===== src/rtl/ghbp_ram.sv =====
`timescale 1ns / 1ps
`default_nettype none

module ghbp_ram #(
    parameter int WIDTH = 2,
    parameter int DEPTH = 16,
    localparam int AW = $clog2(DEPTH)
) (
    input  wire logic             i_clk,
    input  wire logic             i_we,
    input  wire logic [AW-1:0]    i_waddr,
    input  wire logic [WIDTH-1:0] i_wdata,
    input  wire logic             i_re,
    input  wire logic [AW-1:0]    i_raddr,
    output logic      [WIDTH-1:0] o_rdata
);

    logic [WIDTH-1:0] r_mem [DEPTH];
    logic [WIDTH-1:0] r_rdata;

    // Write one entry, register one read; read data holds while not enabled
    always_ff @(posedge i_clk) begin
        if (i_we) begin
            r_mem[i_waddr] <= i_wdata;
        end
        if (i_re) begin
            r_rdata <= r_mem[i_raddr];
        end
    end

    assign o_rdata = r_rdata;

endmodule

`default_nettype wire


===== config.mk =====
export PLATFORM = sky130hd
export DESIGN_NAME = ghbp_ram
export DESIGN_NICKNAME = d
export VERILOG_FILES = /design/src/rtl/ghbp_ram.sv
export SDC_FILE = /design/constraint.sdc
export NUM_CORES = 1
export LEC_CHECK = 0
export BUFFER_PORTS_ARGS = -buffer_cell sky130_fd_sc_hd__buf_2
export CAP_MARGIN = 20
export CORE_MARGIN = 1
export CORE_UTILIZATION = 60
export DETAILED_ROUTE_END_ITERATION = 16
export MAX_ROUTING_LAYER = met4
export PLACE_DENSITY_LB_ADDON = 0.08
export SETUP_SLACK_MARGIN = 0.02
export SYNTH_ARGS = -nofsm -noshare
export SYNTH_HDL_FRONTEND = slang
export SYNTH_SLANG_ARGS = --single-unit

===== constraint.sdc =====
create_clock -name i_clk -period 2.65 [get_ports i_clk]
set_input_delay 0.3975 -clock i_clk [delete_from_list [all_inputs] [get_ports i_clk]]
set_output_delay 0.3975 -clock i_clk [all_outputs]
set_load 0.01 [all_outputs]

== After elaboration in Yosys (flattened, before gate mapping) ==
Memories as Yosys holds them, arrays and structs flattened. A register that Yosys moved wholly into a read port is not among the register bits.
Index checks and enable logic that the tools add are counted.
Storage, ports and cells
  register bits: 0
  RAM bits: 32
  input bits: 13
  output and inout bits: 2
  word-level logic and storage cells: 3
  memories: 1
Operators by class
  mux-type cells: 2
Memories
  r_mem: depth 16, width 2, rd ports 1, clocked after Yosys merged registers in 1, wr ports 1, line 18  | logic [WIDTH-1:0] r_mem [DEPTH];
Operators with widths (count)
  $mux 1: 2

== Longest topological paths before layout ==
Gate-level depths: netlist of the first run.
  word-level depth: 2
  gate-level depth with buffers: 4
  depth with buffers taken out: 3

== Least setup slack after synthesis of the first run ==
OpenSTA, ideal clock, no wires.
  path kind: input to register
  from: input i_raddr[0]
  to: register r_rdata[1], in the netlist o_rdata[1] (read register of r_mem), data pin
  library setup time: 0.261 ns
  arrival time: 1.265 ns
  required time: 2.389 ns
  setup slack: 1.124 ns
  stages on the path: 4
  buffers on the path: 1
  cells stage by stage: buf_6 -> mux4_2 -> a22oi_1 -> nand3_1
RTL lines
  from (decl): line 14  | input wire logic [AW-1:0] i_raddr,
  to (decl): line 19  | logic [WIDTH-1:0] r_rdata;

==> results.sh, run 1 <==
export IMPL_p_leak_uw=0.000516
export IMPL_path_cells="mux4_2, a22oi_1, nand3_1"
export IMPL_drc=0
export IMPL_drv_cap=0
export IMPL_path_class="flip-flop to flip-flop"
export IMPL_dr_pass1_iters=3
export IMPL_post_cts_resize_count=0
export IMPL_min_period_ns=1.42
export IMPL_cp_required_ns=2.73
export IMPL_die_h_um=50.3
export IMPL_grt_pass1_vias=790
export IMPL_rsz0062_at_grt="false"
export IMPL_cp_num_buf_inv=0
export IMPL_worstMarginPinSlew_ns=0.398
export IMPL_dp_hpwl_um=1680
export IMPL_hp_start="i_re"
export IMPL_gp_congestion=0.693
export IMPL_ctsHoldBuffers=0
export IMPL_cts_tree="done"
export IMPL_yosysWarnings=0
export IMPL_dp_cells=118
export IMPL_final_cell_mix="34 x edfxtp_1, 14 x buf_2, 13 x nor2_1, 5 x nand3_1, 5 x clkbuf_4"
export IMPL_core_area_um2=2210
export IMPL_maxSlewViolCount=0
export IMPL_wl_per_cell_um=18.7
export IMPL_critPathTopFamily="multiplexers"
export IMPL_antenna_left=0
export IMPL_antenna_found_initial=0
export IMPL_stdcell_area_um2=1540
export IMPL_fin_setup_tns_ns=0
export IMPL_syn_nets=91
export IMPL_synth_top_area_cell="edfxtp_1"
export IMPL_fp_dieArea_um2=2530
export IMPL_dp_slack_ns=0.889
export IMPL_start_util_pct=63.3
export IMPL_worstHoldPathCells=1
export IMPL_avgSynthCellArea_um2=17.9
export IMPL_postPlaceCellArea_um2=1490
export IMPL_cp_data_arrival_time_ns=1.50
export IMPL_routed_wl_um=2360
export IMPL_via_per_inst=5.98
export IMPL_power_density_nw_per_um2=605
export IMPL_synth_distinct_cells=14
export IMPL_final_period_utilization_pct=53.5
export IMPL_via_count=753
export IMPL_area_growth_pct=10.0
export IMPL_die_x_um=50.3
export IMPL_holdWs_ns=0.287
export IMPL_outcome="complete, no violations"
export IMPL_final_cells=126
export IMPL_rows=17
export IMPL_synth_area_leaders="edfxtp_1 73%, mux4_1 7.5%, mux4_2 6.4%"
export IMPL_cts_sinks=34
export IMPL_cts_buffers=5
export IMPL_max_stage_delay_ns=0.47
export IMPL_crit_path_end_kind="flip-flop"
export IMPL_rrSetupSlack_ns=1.23
export IMPL_clk_latency_ns=0.33
export IMPL_port_buffers=14
export IMPL_hp_class="input port to flip-flop"
export IMPL_drive_gt1_share_pct=25.5
export IMPL_antenna_diode_count=0
export IMPL_layout_cells_most_common="edfxtp_1"
export IMPL_first_iter_violations=16
export IMPL_slowest_stage="mux4_2"
export IMPL_grt_ovfl_total=0
export IMPL_clk_pin_slew_worst_paths_ns=0.10
export IMPL_grt_pass1_wl_um=3720
export IMPL_report_final_hold_viol_count=0
export IMPL_ir_drop_v=0.000561
export IMPL_postCtsSetupBuffers=0
export IMPL_root_buffer="clkbuf_4"
export IMPL_boundaryPins=15
export IMPL_fill_cells=157
export IMPL_fin_skew_ns=0.00870
export IMPL_synth_seq_area_share_pct=72.9
export IMPL_r2r_start="r_mem[6][1]$_DFFE_PP_"
export IMPL_num_nets_final=110
export IMPL_yosys_register_bits=34
export IMPL_synth_top_cell_area_share_pct=72.9
export IMPL_setup_violations=0
export IMPL_whs_endpoint="o_rdata[0]$_DFFE_PP_"
export IMPL_track_usage_pct=22.7
export IMPL_grt_max_degree=17
export IMPL_crit_path_max_fanout=1
export IMPL_fmax_ghz=0.706
export IMPL_crit_path_start_kind="flip-flop"
export IMPL_r2r_end="o_rdata[1]$_DFFE_PP_"
export IMPL_clock_path_buffers=2
export IMPL_htreeDepth=2
export IMPL_syn_area_um2=1400
export IMPL_synthCells=78
export IMPL_worst_r2r_path_depth=3
export IMPL_relSlewSlack_pct=73.2
export IMPL_fin_ws_ns=1.23
==> how the worst max path moves through the flow <==
stage                     cells after the start  slack [ns]              endpoint                  start
after floorplan                               4        1.12  o_rdata[1]$_DFFE_PP_             i_raddr[0]
after global placement                        4        0.89  o_rdata[1]$_DFFE_PP_             i_raddr[0]
after detailed placement                      4        0.89  o_rdata[1]$_DFFE_PP_             i_raddr[0]
final                                         3        1.23  o_rdata[1]$_DFFE_PP_  r_mem[6][1]$_DFFE_PP_
after CTS                                     3        1.23  o_rdata[1]$_DFFE_PP_  r_mem[6][1]$_DFFE_PP_
after global routing                          3        1.19  o_rdata[1]$_DFFE_PP_  r_mem[0][1]$_DFFE_PP_
==> state kept, by name, indices dropped and copies added, names as in the netlist <==
register  cells
o_rdata       2
r_mem        32
==> layout make-up <==
| class | instances | area (um^2) | area share, % |
|---|---|---|---|
| Timing Repair Buffer | 14 | 70.1 | 4.55 |
| Multi-Input combinational cell | 42 | 364 | 23.6 |
| Clock inverter | 2 | 8.76 | 0.569 |
| Clock buffer | 6 | 41.3 | 2.68 |
| Sequential cell | 34 | 1020 | 66.3 |
| Tap cell | 28 | 35.0 | 2.27 |
==> where the power goes <==
group / internal (uW) / switching (uW)
registers: 605 / 3.00
clock network: 99.5 / 159
logic: 27.9 / 36.9
==> cell usage after synthesis <==
| cell | n |
|---|---|
| a22oi_1 | 2 |
| clkbuf_1 | 1 |
| nand2b_1 | 2 |
| nand2_1 | 3 |
| or3b_2 | 1 |
| nor2_1 | 13 |
| nor3_1 | 4 |
| buf_6 | 1 |
| mux4_1 | 4 |
| mux4_2 | 4 |
| edfxtp_1 | 34 |
| nand3b_1 | 2 |
| nor2b_1 | 2 |
| nand3_1 | 5 |
==> through the flow <==
step | utilization [%] | power (uW)
after floorplan | - | 656
after global placement | 67.4 | 684
after detailed placement | 67.4 | 686
after CTS | 69.6 | 936
after global routing | 69.6 | 964
final | 69.6 | 931
==> cells by family (layout without fill, tap and decap cells) <==
kind of cell | after synthesis | in the layout | synth area share, %
simple gates | 32 | 32 | 11.0
flops | 34 | 34 | 72.9
mux | 8 | 8 | 13.9
compound gates | 2 | 2 | 1.07
buf+inv | 2 | 22 | 1.07
==> routing by layer <==
layer | vias up | global-route usage [%] | routed length [um]
li1 | 352 | - | -
met1 | 374 | 27.8 | 1090
met5 | - | - | 0
met3 | 4 | 7.27 | 108
met2 | 23 | 34.4 | 1110
met4 | 0 | 11.1 | 48
==> worst register-to-register path, cell delays in order, from the launching register on <==
cell	delay [ns]
edfxtp_1	0.43
mux4_2	0.47
a22oi_1	0.17
nand3_1	0.10
(Power assumes the default switching activity.)
==> run 2, diff against run 1 <==
--- a/config.mk
+++ b/config.mk
@@ -8,7 +8,7 @@
 export BUFFER_PORTS_ARGS = -buffer_cell sky130_fd_sc_hd__buf_2
 export CAP_MARGIN = 20
 export CORE_MARGIN = 1
-export CORE_UTILIZATION = 60
+export CORE_UTILIZATION = 51
 export DETAILED_ROUTE_END_ITERATION = 16
 export MAX_ROUTING_LAYER = met4
 export PLACE_DENSITY_LB_ADDON = 0.08
==> constraint.sdc (replaced) <==
create_clock -name i_clk -period 1.2 [get_ports i_clk]
set_input_delay 0.18 -clock i_clk [delete_from_list [all_inputs] [get_ports i_clk]]
set_output_delay 0.18 -clock i_clk [all_outputs]
set_load 0.01 [all_outputs]
==> run 2 against run 1 <==
The run now ends with negative setup slack left. Largest power group unchanged. Hold slack got worse by 0.21 ns. Non-clock buffer count increased by 5. Critical path type unchanged. Largest cell class unchanged. Register-to-register slack got worse by 1.4 ns.
==> results.sh, run 2 (synthesized netlist as in run 1, its figures left out) <==
export IMPL_outcome="finished with violations"
export IMPL_violations="negative setup slack"
export IMPL_largest_reg_flops=32
export IMPL_path_cells="mux4_2, a22oi_2, nand3_1"
export IMPL_track_usage_pct=20.1
export IMPL_p_leak_uw=0.000534
export IMPL_final_cell_mix="34 x edfxtp_1, 14 x buf_2, 13 x nor2_1"
export IMPL_relSlewSlack_pct=78.0
export IMPL_fin_ws_ns=-0.170
export IMPL_rows=18
export IMPL_fill_cells=200
export IMPL_hp_class="input port to flip-flop"
export IMPL_root_buffer="clkbuf_4"
export IMPL_worstMarginPinSlew_ns=0.327
export IMPL_rsz0062_at_grt="true"
export IMPL_min_period_ns=1.37
export IMPL_dr_pass1_iters=4
export IMPL_area_growth_pct=13.0
export IMPL_num_nets_final=115
export IMPL_first_iter_violations=15
export IMPL_port_buffers=14
export IMPL_worstHoldPathCells=1
export IMPL_regArea_um2=1020
export IMPL_crit_path_max_fanout=1
export IMPL_worst_r2r_path_depth=3
export IMPL_dp_hpwl_um=1680
export IMPL_antenna_found_initial=0
export IMPL_path_class="flip-flop to flip-flop"
export IMPL_crit_path_end_kind="flip-flop"
export IMPL_grt_ovfl_total=0
export IMPL_whs_endpoint="o_rdata[1]$_DFFE_PP_"
export IMPL_final_period_utilization_pct=114
export IMPL_maxSlewViolCount=0
export IMPL_fmax_ghz=0.730
export IMPL_cts_tree="done"
export IMPL_final_util_pct=62.2
export IMPL_clk_pin_slew_worst_paths_ns=0.09
export IMPL_multi_input_area_um2=375
export IMPL_die_x_um=54.4
export IMPL_core_area_um2=2540
export IMPL_clk_latency_ns=0.32
export IMPL_grt_pass1_vias=725
export IMPL_setup_violations=2
export IMPL_gp_congestion=0.650
export IMPL_layout_cells_most_common="edfxtp_1"
export IMPL_via_per_inst=5.62
export IMPL_max_stage_delay_ns=0.48
export IMPL_wl_per_cell_um=17.8
export IMPL_slowest_stage="mux4_2"
export IMPL_grt_max_degree=17
export IMPL_regMostFlops="r_mem"
export IMPL_ir_drop_v=0.000845
export IMPL_power_density_nw_per_um2=1280
export IMPL_fin_skew_ns=0.00606
export IMPL_drive_gt1_share_pct=32.7
export IMPL_antenna_diode_count=0
export IMPL_r2r_end="o_rdata[1]$_DFFE_PP_"
export IMPL_htreeDepth=2
export IMPL_rrSetupSlack_ns=-0.17
export IMPL_cts_buffers=5
export IMPL_cp_data_arrival_time_ns=1.45
export IMPL_r2r_start="r_mem[2][1]$_DFFE_PP_"
export IMPL_grt_pass1_wl_um=3510
export IMPL_boundaryPins=15
export IMPL_routed_wl_um=2330
export IMPL_die_h_um=54.4
export IMPL_fp_dieArea_um2=2960
export IMPL_dp_slack_ns=-0.331
export IMPL_cp_required_ns=1.28
export IMPL_hp_start="i_re"
export IMPL_report_final_hold_viol_count=0
export IMPL_clock_path_buffers=2
export IMPL_drv_cap=0
export IMPL_crit_path_start_kind="flip-flop"
export IMPL_cts_sinks=34
export IMPL_drc=0
export IMPL_start_util_pct=55.0
export IMPL_antenna_left=0
export IMPL_via_count=736
[run 2: through the flow]
stage / power, uW / cell area (um^2) / setup TNS [ns] / hold WS [ns] / cells
detailed placement: 1520 / 1540 / -1.82 / 0.415 / 125
CTS: 2050 / 1580 / -0.320 / 0.0645 / 131
floorplan: 1450 / 1410 / -0.182 / 0.279 / 78
global route: 2110 / 1580 / -0.419 / 0.0547 / 131
global placement: 1520 / 1540 / -1.43 / 0.403 / 125
finish: 2030 / 1580 / -0.307 / 0.0780 / 131
[run 2: repair_timing]
action	CTS	global route
hold buffers	0	0
gates resized for setup	3	0
setup endpoints to repair	2	2
buffers inserted	0	0
[run 2: cell type report]
type	instances	share of cell area (%)
Clock buffer	5	2.37
Clock inverter	1	0.237
Multi-Input combinational cell	42	23.7
Sequential cell	34	64.5
Tap cell	30	2.37
Timing Repair Buffer	19	6.80
[run 2: worst max-delay path: cells and delay by family, from the launching register on]
family             cells  cell delay, ns
AOI/OAI and AO/OA      1            0.16
DFF                    1            0.39
and+or+nand+nor        1            0.10
muxes                  1            0.48
[run 2: metal layers]
| metal | global-route usage, % | up-vias | routed length (um) |
|---|---|---|---|
| met5 | - | - | 0 |
| met4 | 10.3 | 0 | 51 |
| met3 | 7.50 | 6 | 137 |
| met2 | 30.3 | 31 | 1100 |
| met1 | 23.5 | 342 | 1050 |
| li1 | - | 357 | - |
[run 2: worst max path at each step]
stage | startpoint | end | cells after the start | slack, ns
2_1_floorplan | r_mem[3][0]$_DFFE_PP_ | o_rdata[0]$_DFFE_PP_ | 3 | -0.09
3_3_place_gp | i_raddr[0] | o_rdata[0]$_DFFE_PP_ | 4 | -0.27
3_5_place_dp | i_raddr[0] | o_rdata[1]$_DFFE_PP_ | 4 | -0.33
4_1_cts | r_mem[2][1]$_DFFE_PP_ | o_rdata[1]$_DFFE_PP_ | 3 | -0.17
5_1_grt | r_mem[2][1]$_DFFE_PP_ | o_rdata[1]$_DFFE_PP_ | 3 | -0.23
6_report | r_mem[2][1]$_DFFE_PP_ | o_rdata[1]$_DFFE_PP_ | 3 | -0.17
[run 2: power by group]
| part | internal, uW | switching (uW) |
|---|---|---|
| Clock | 200 | 331 |
| Combinational | 71.6 | 85.2 |
| Sequential | 1340 | 6.93 |
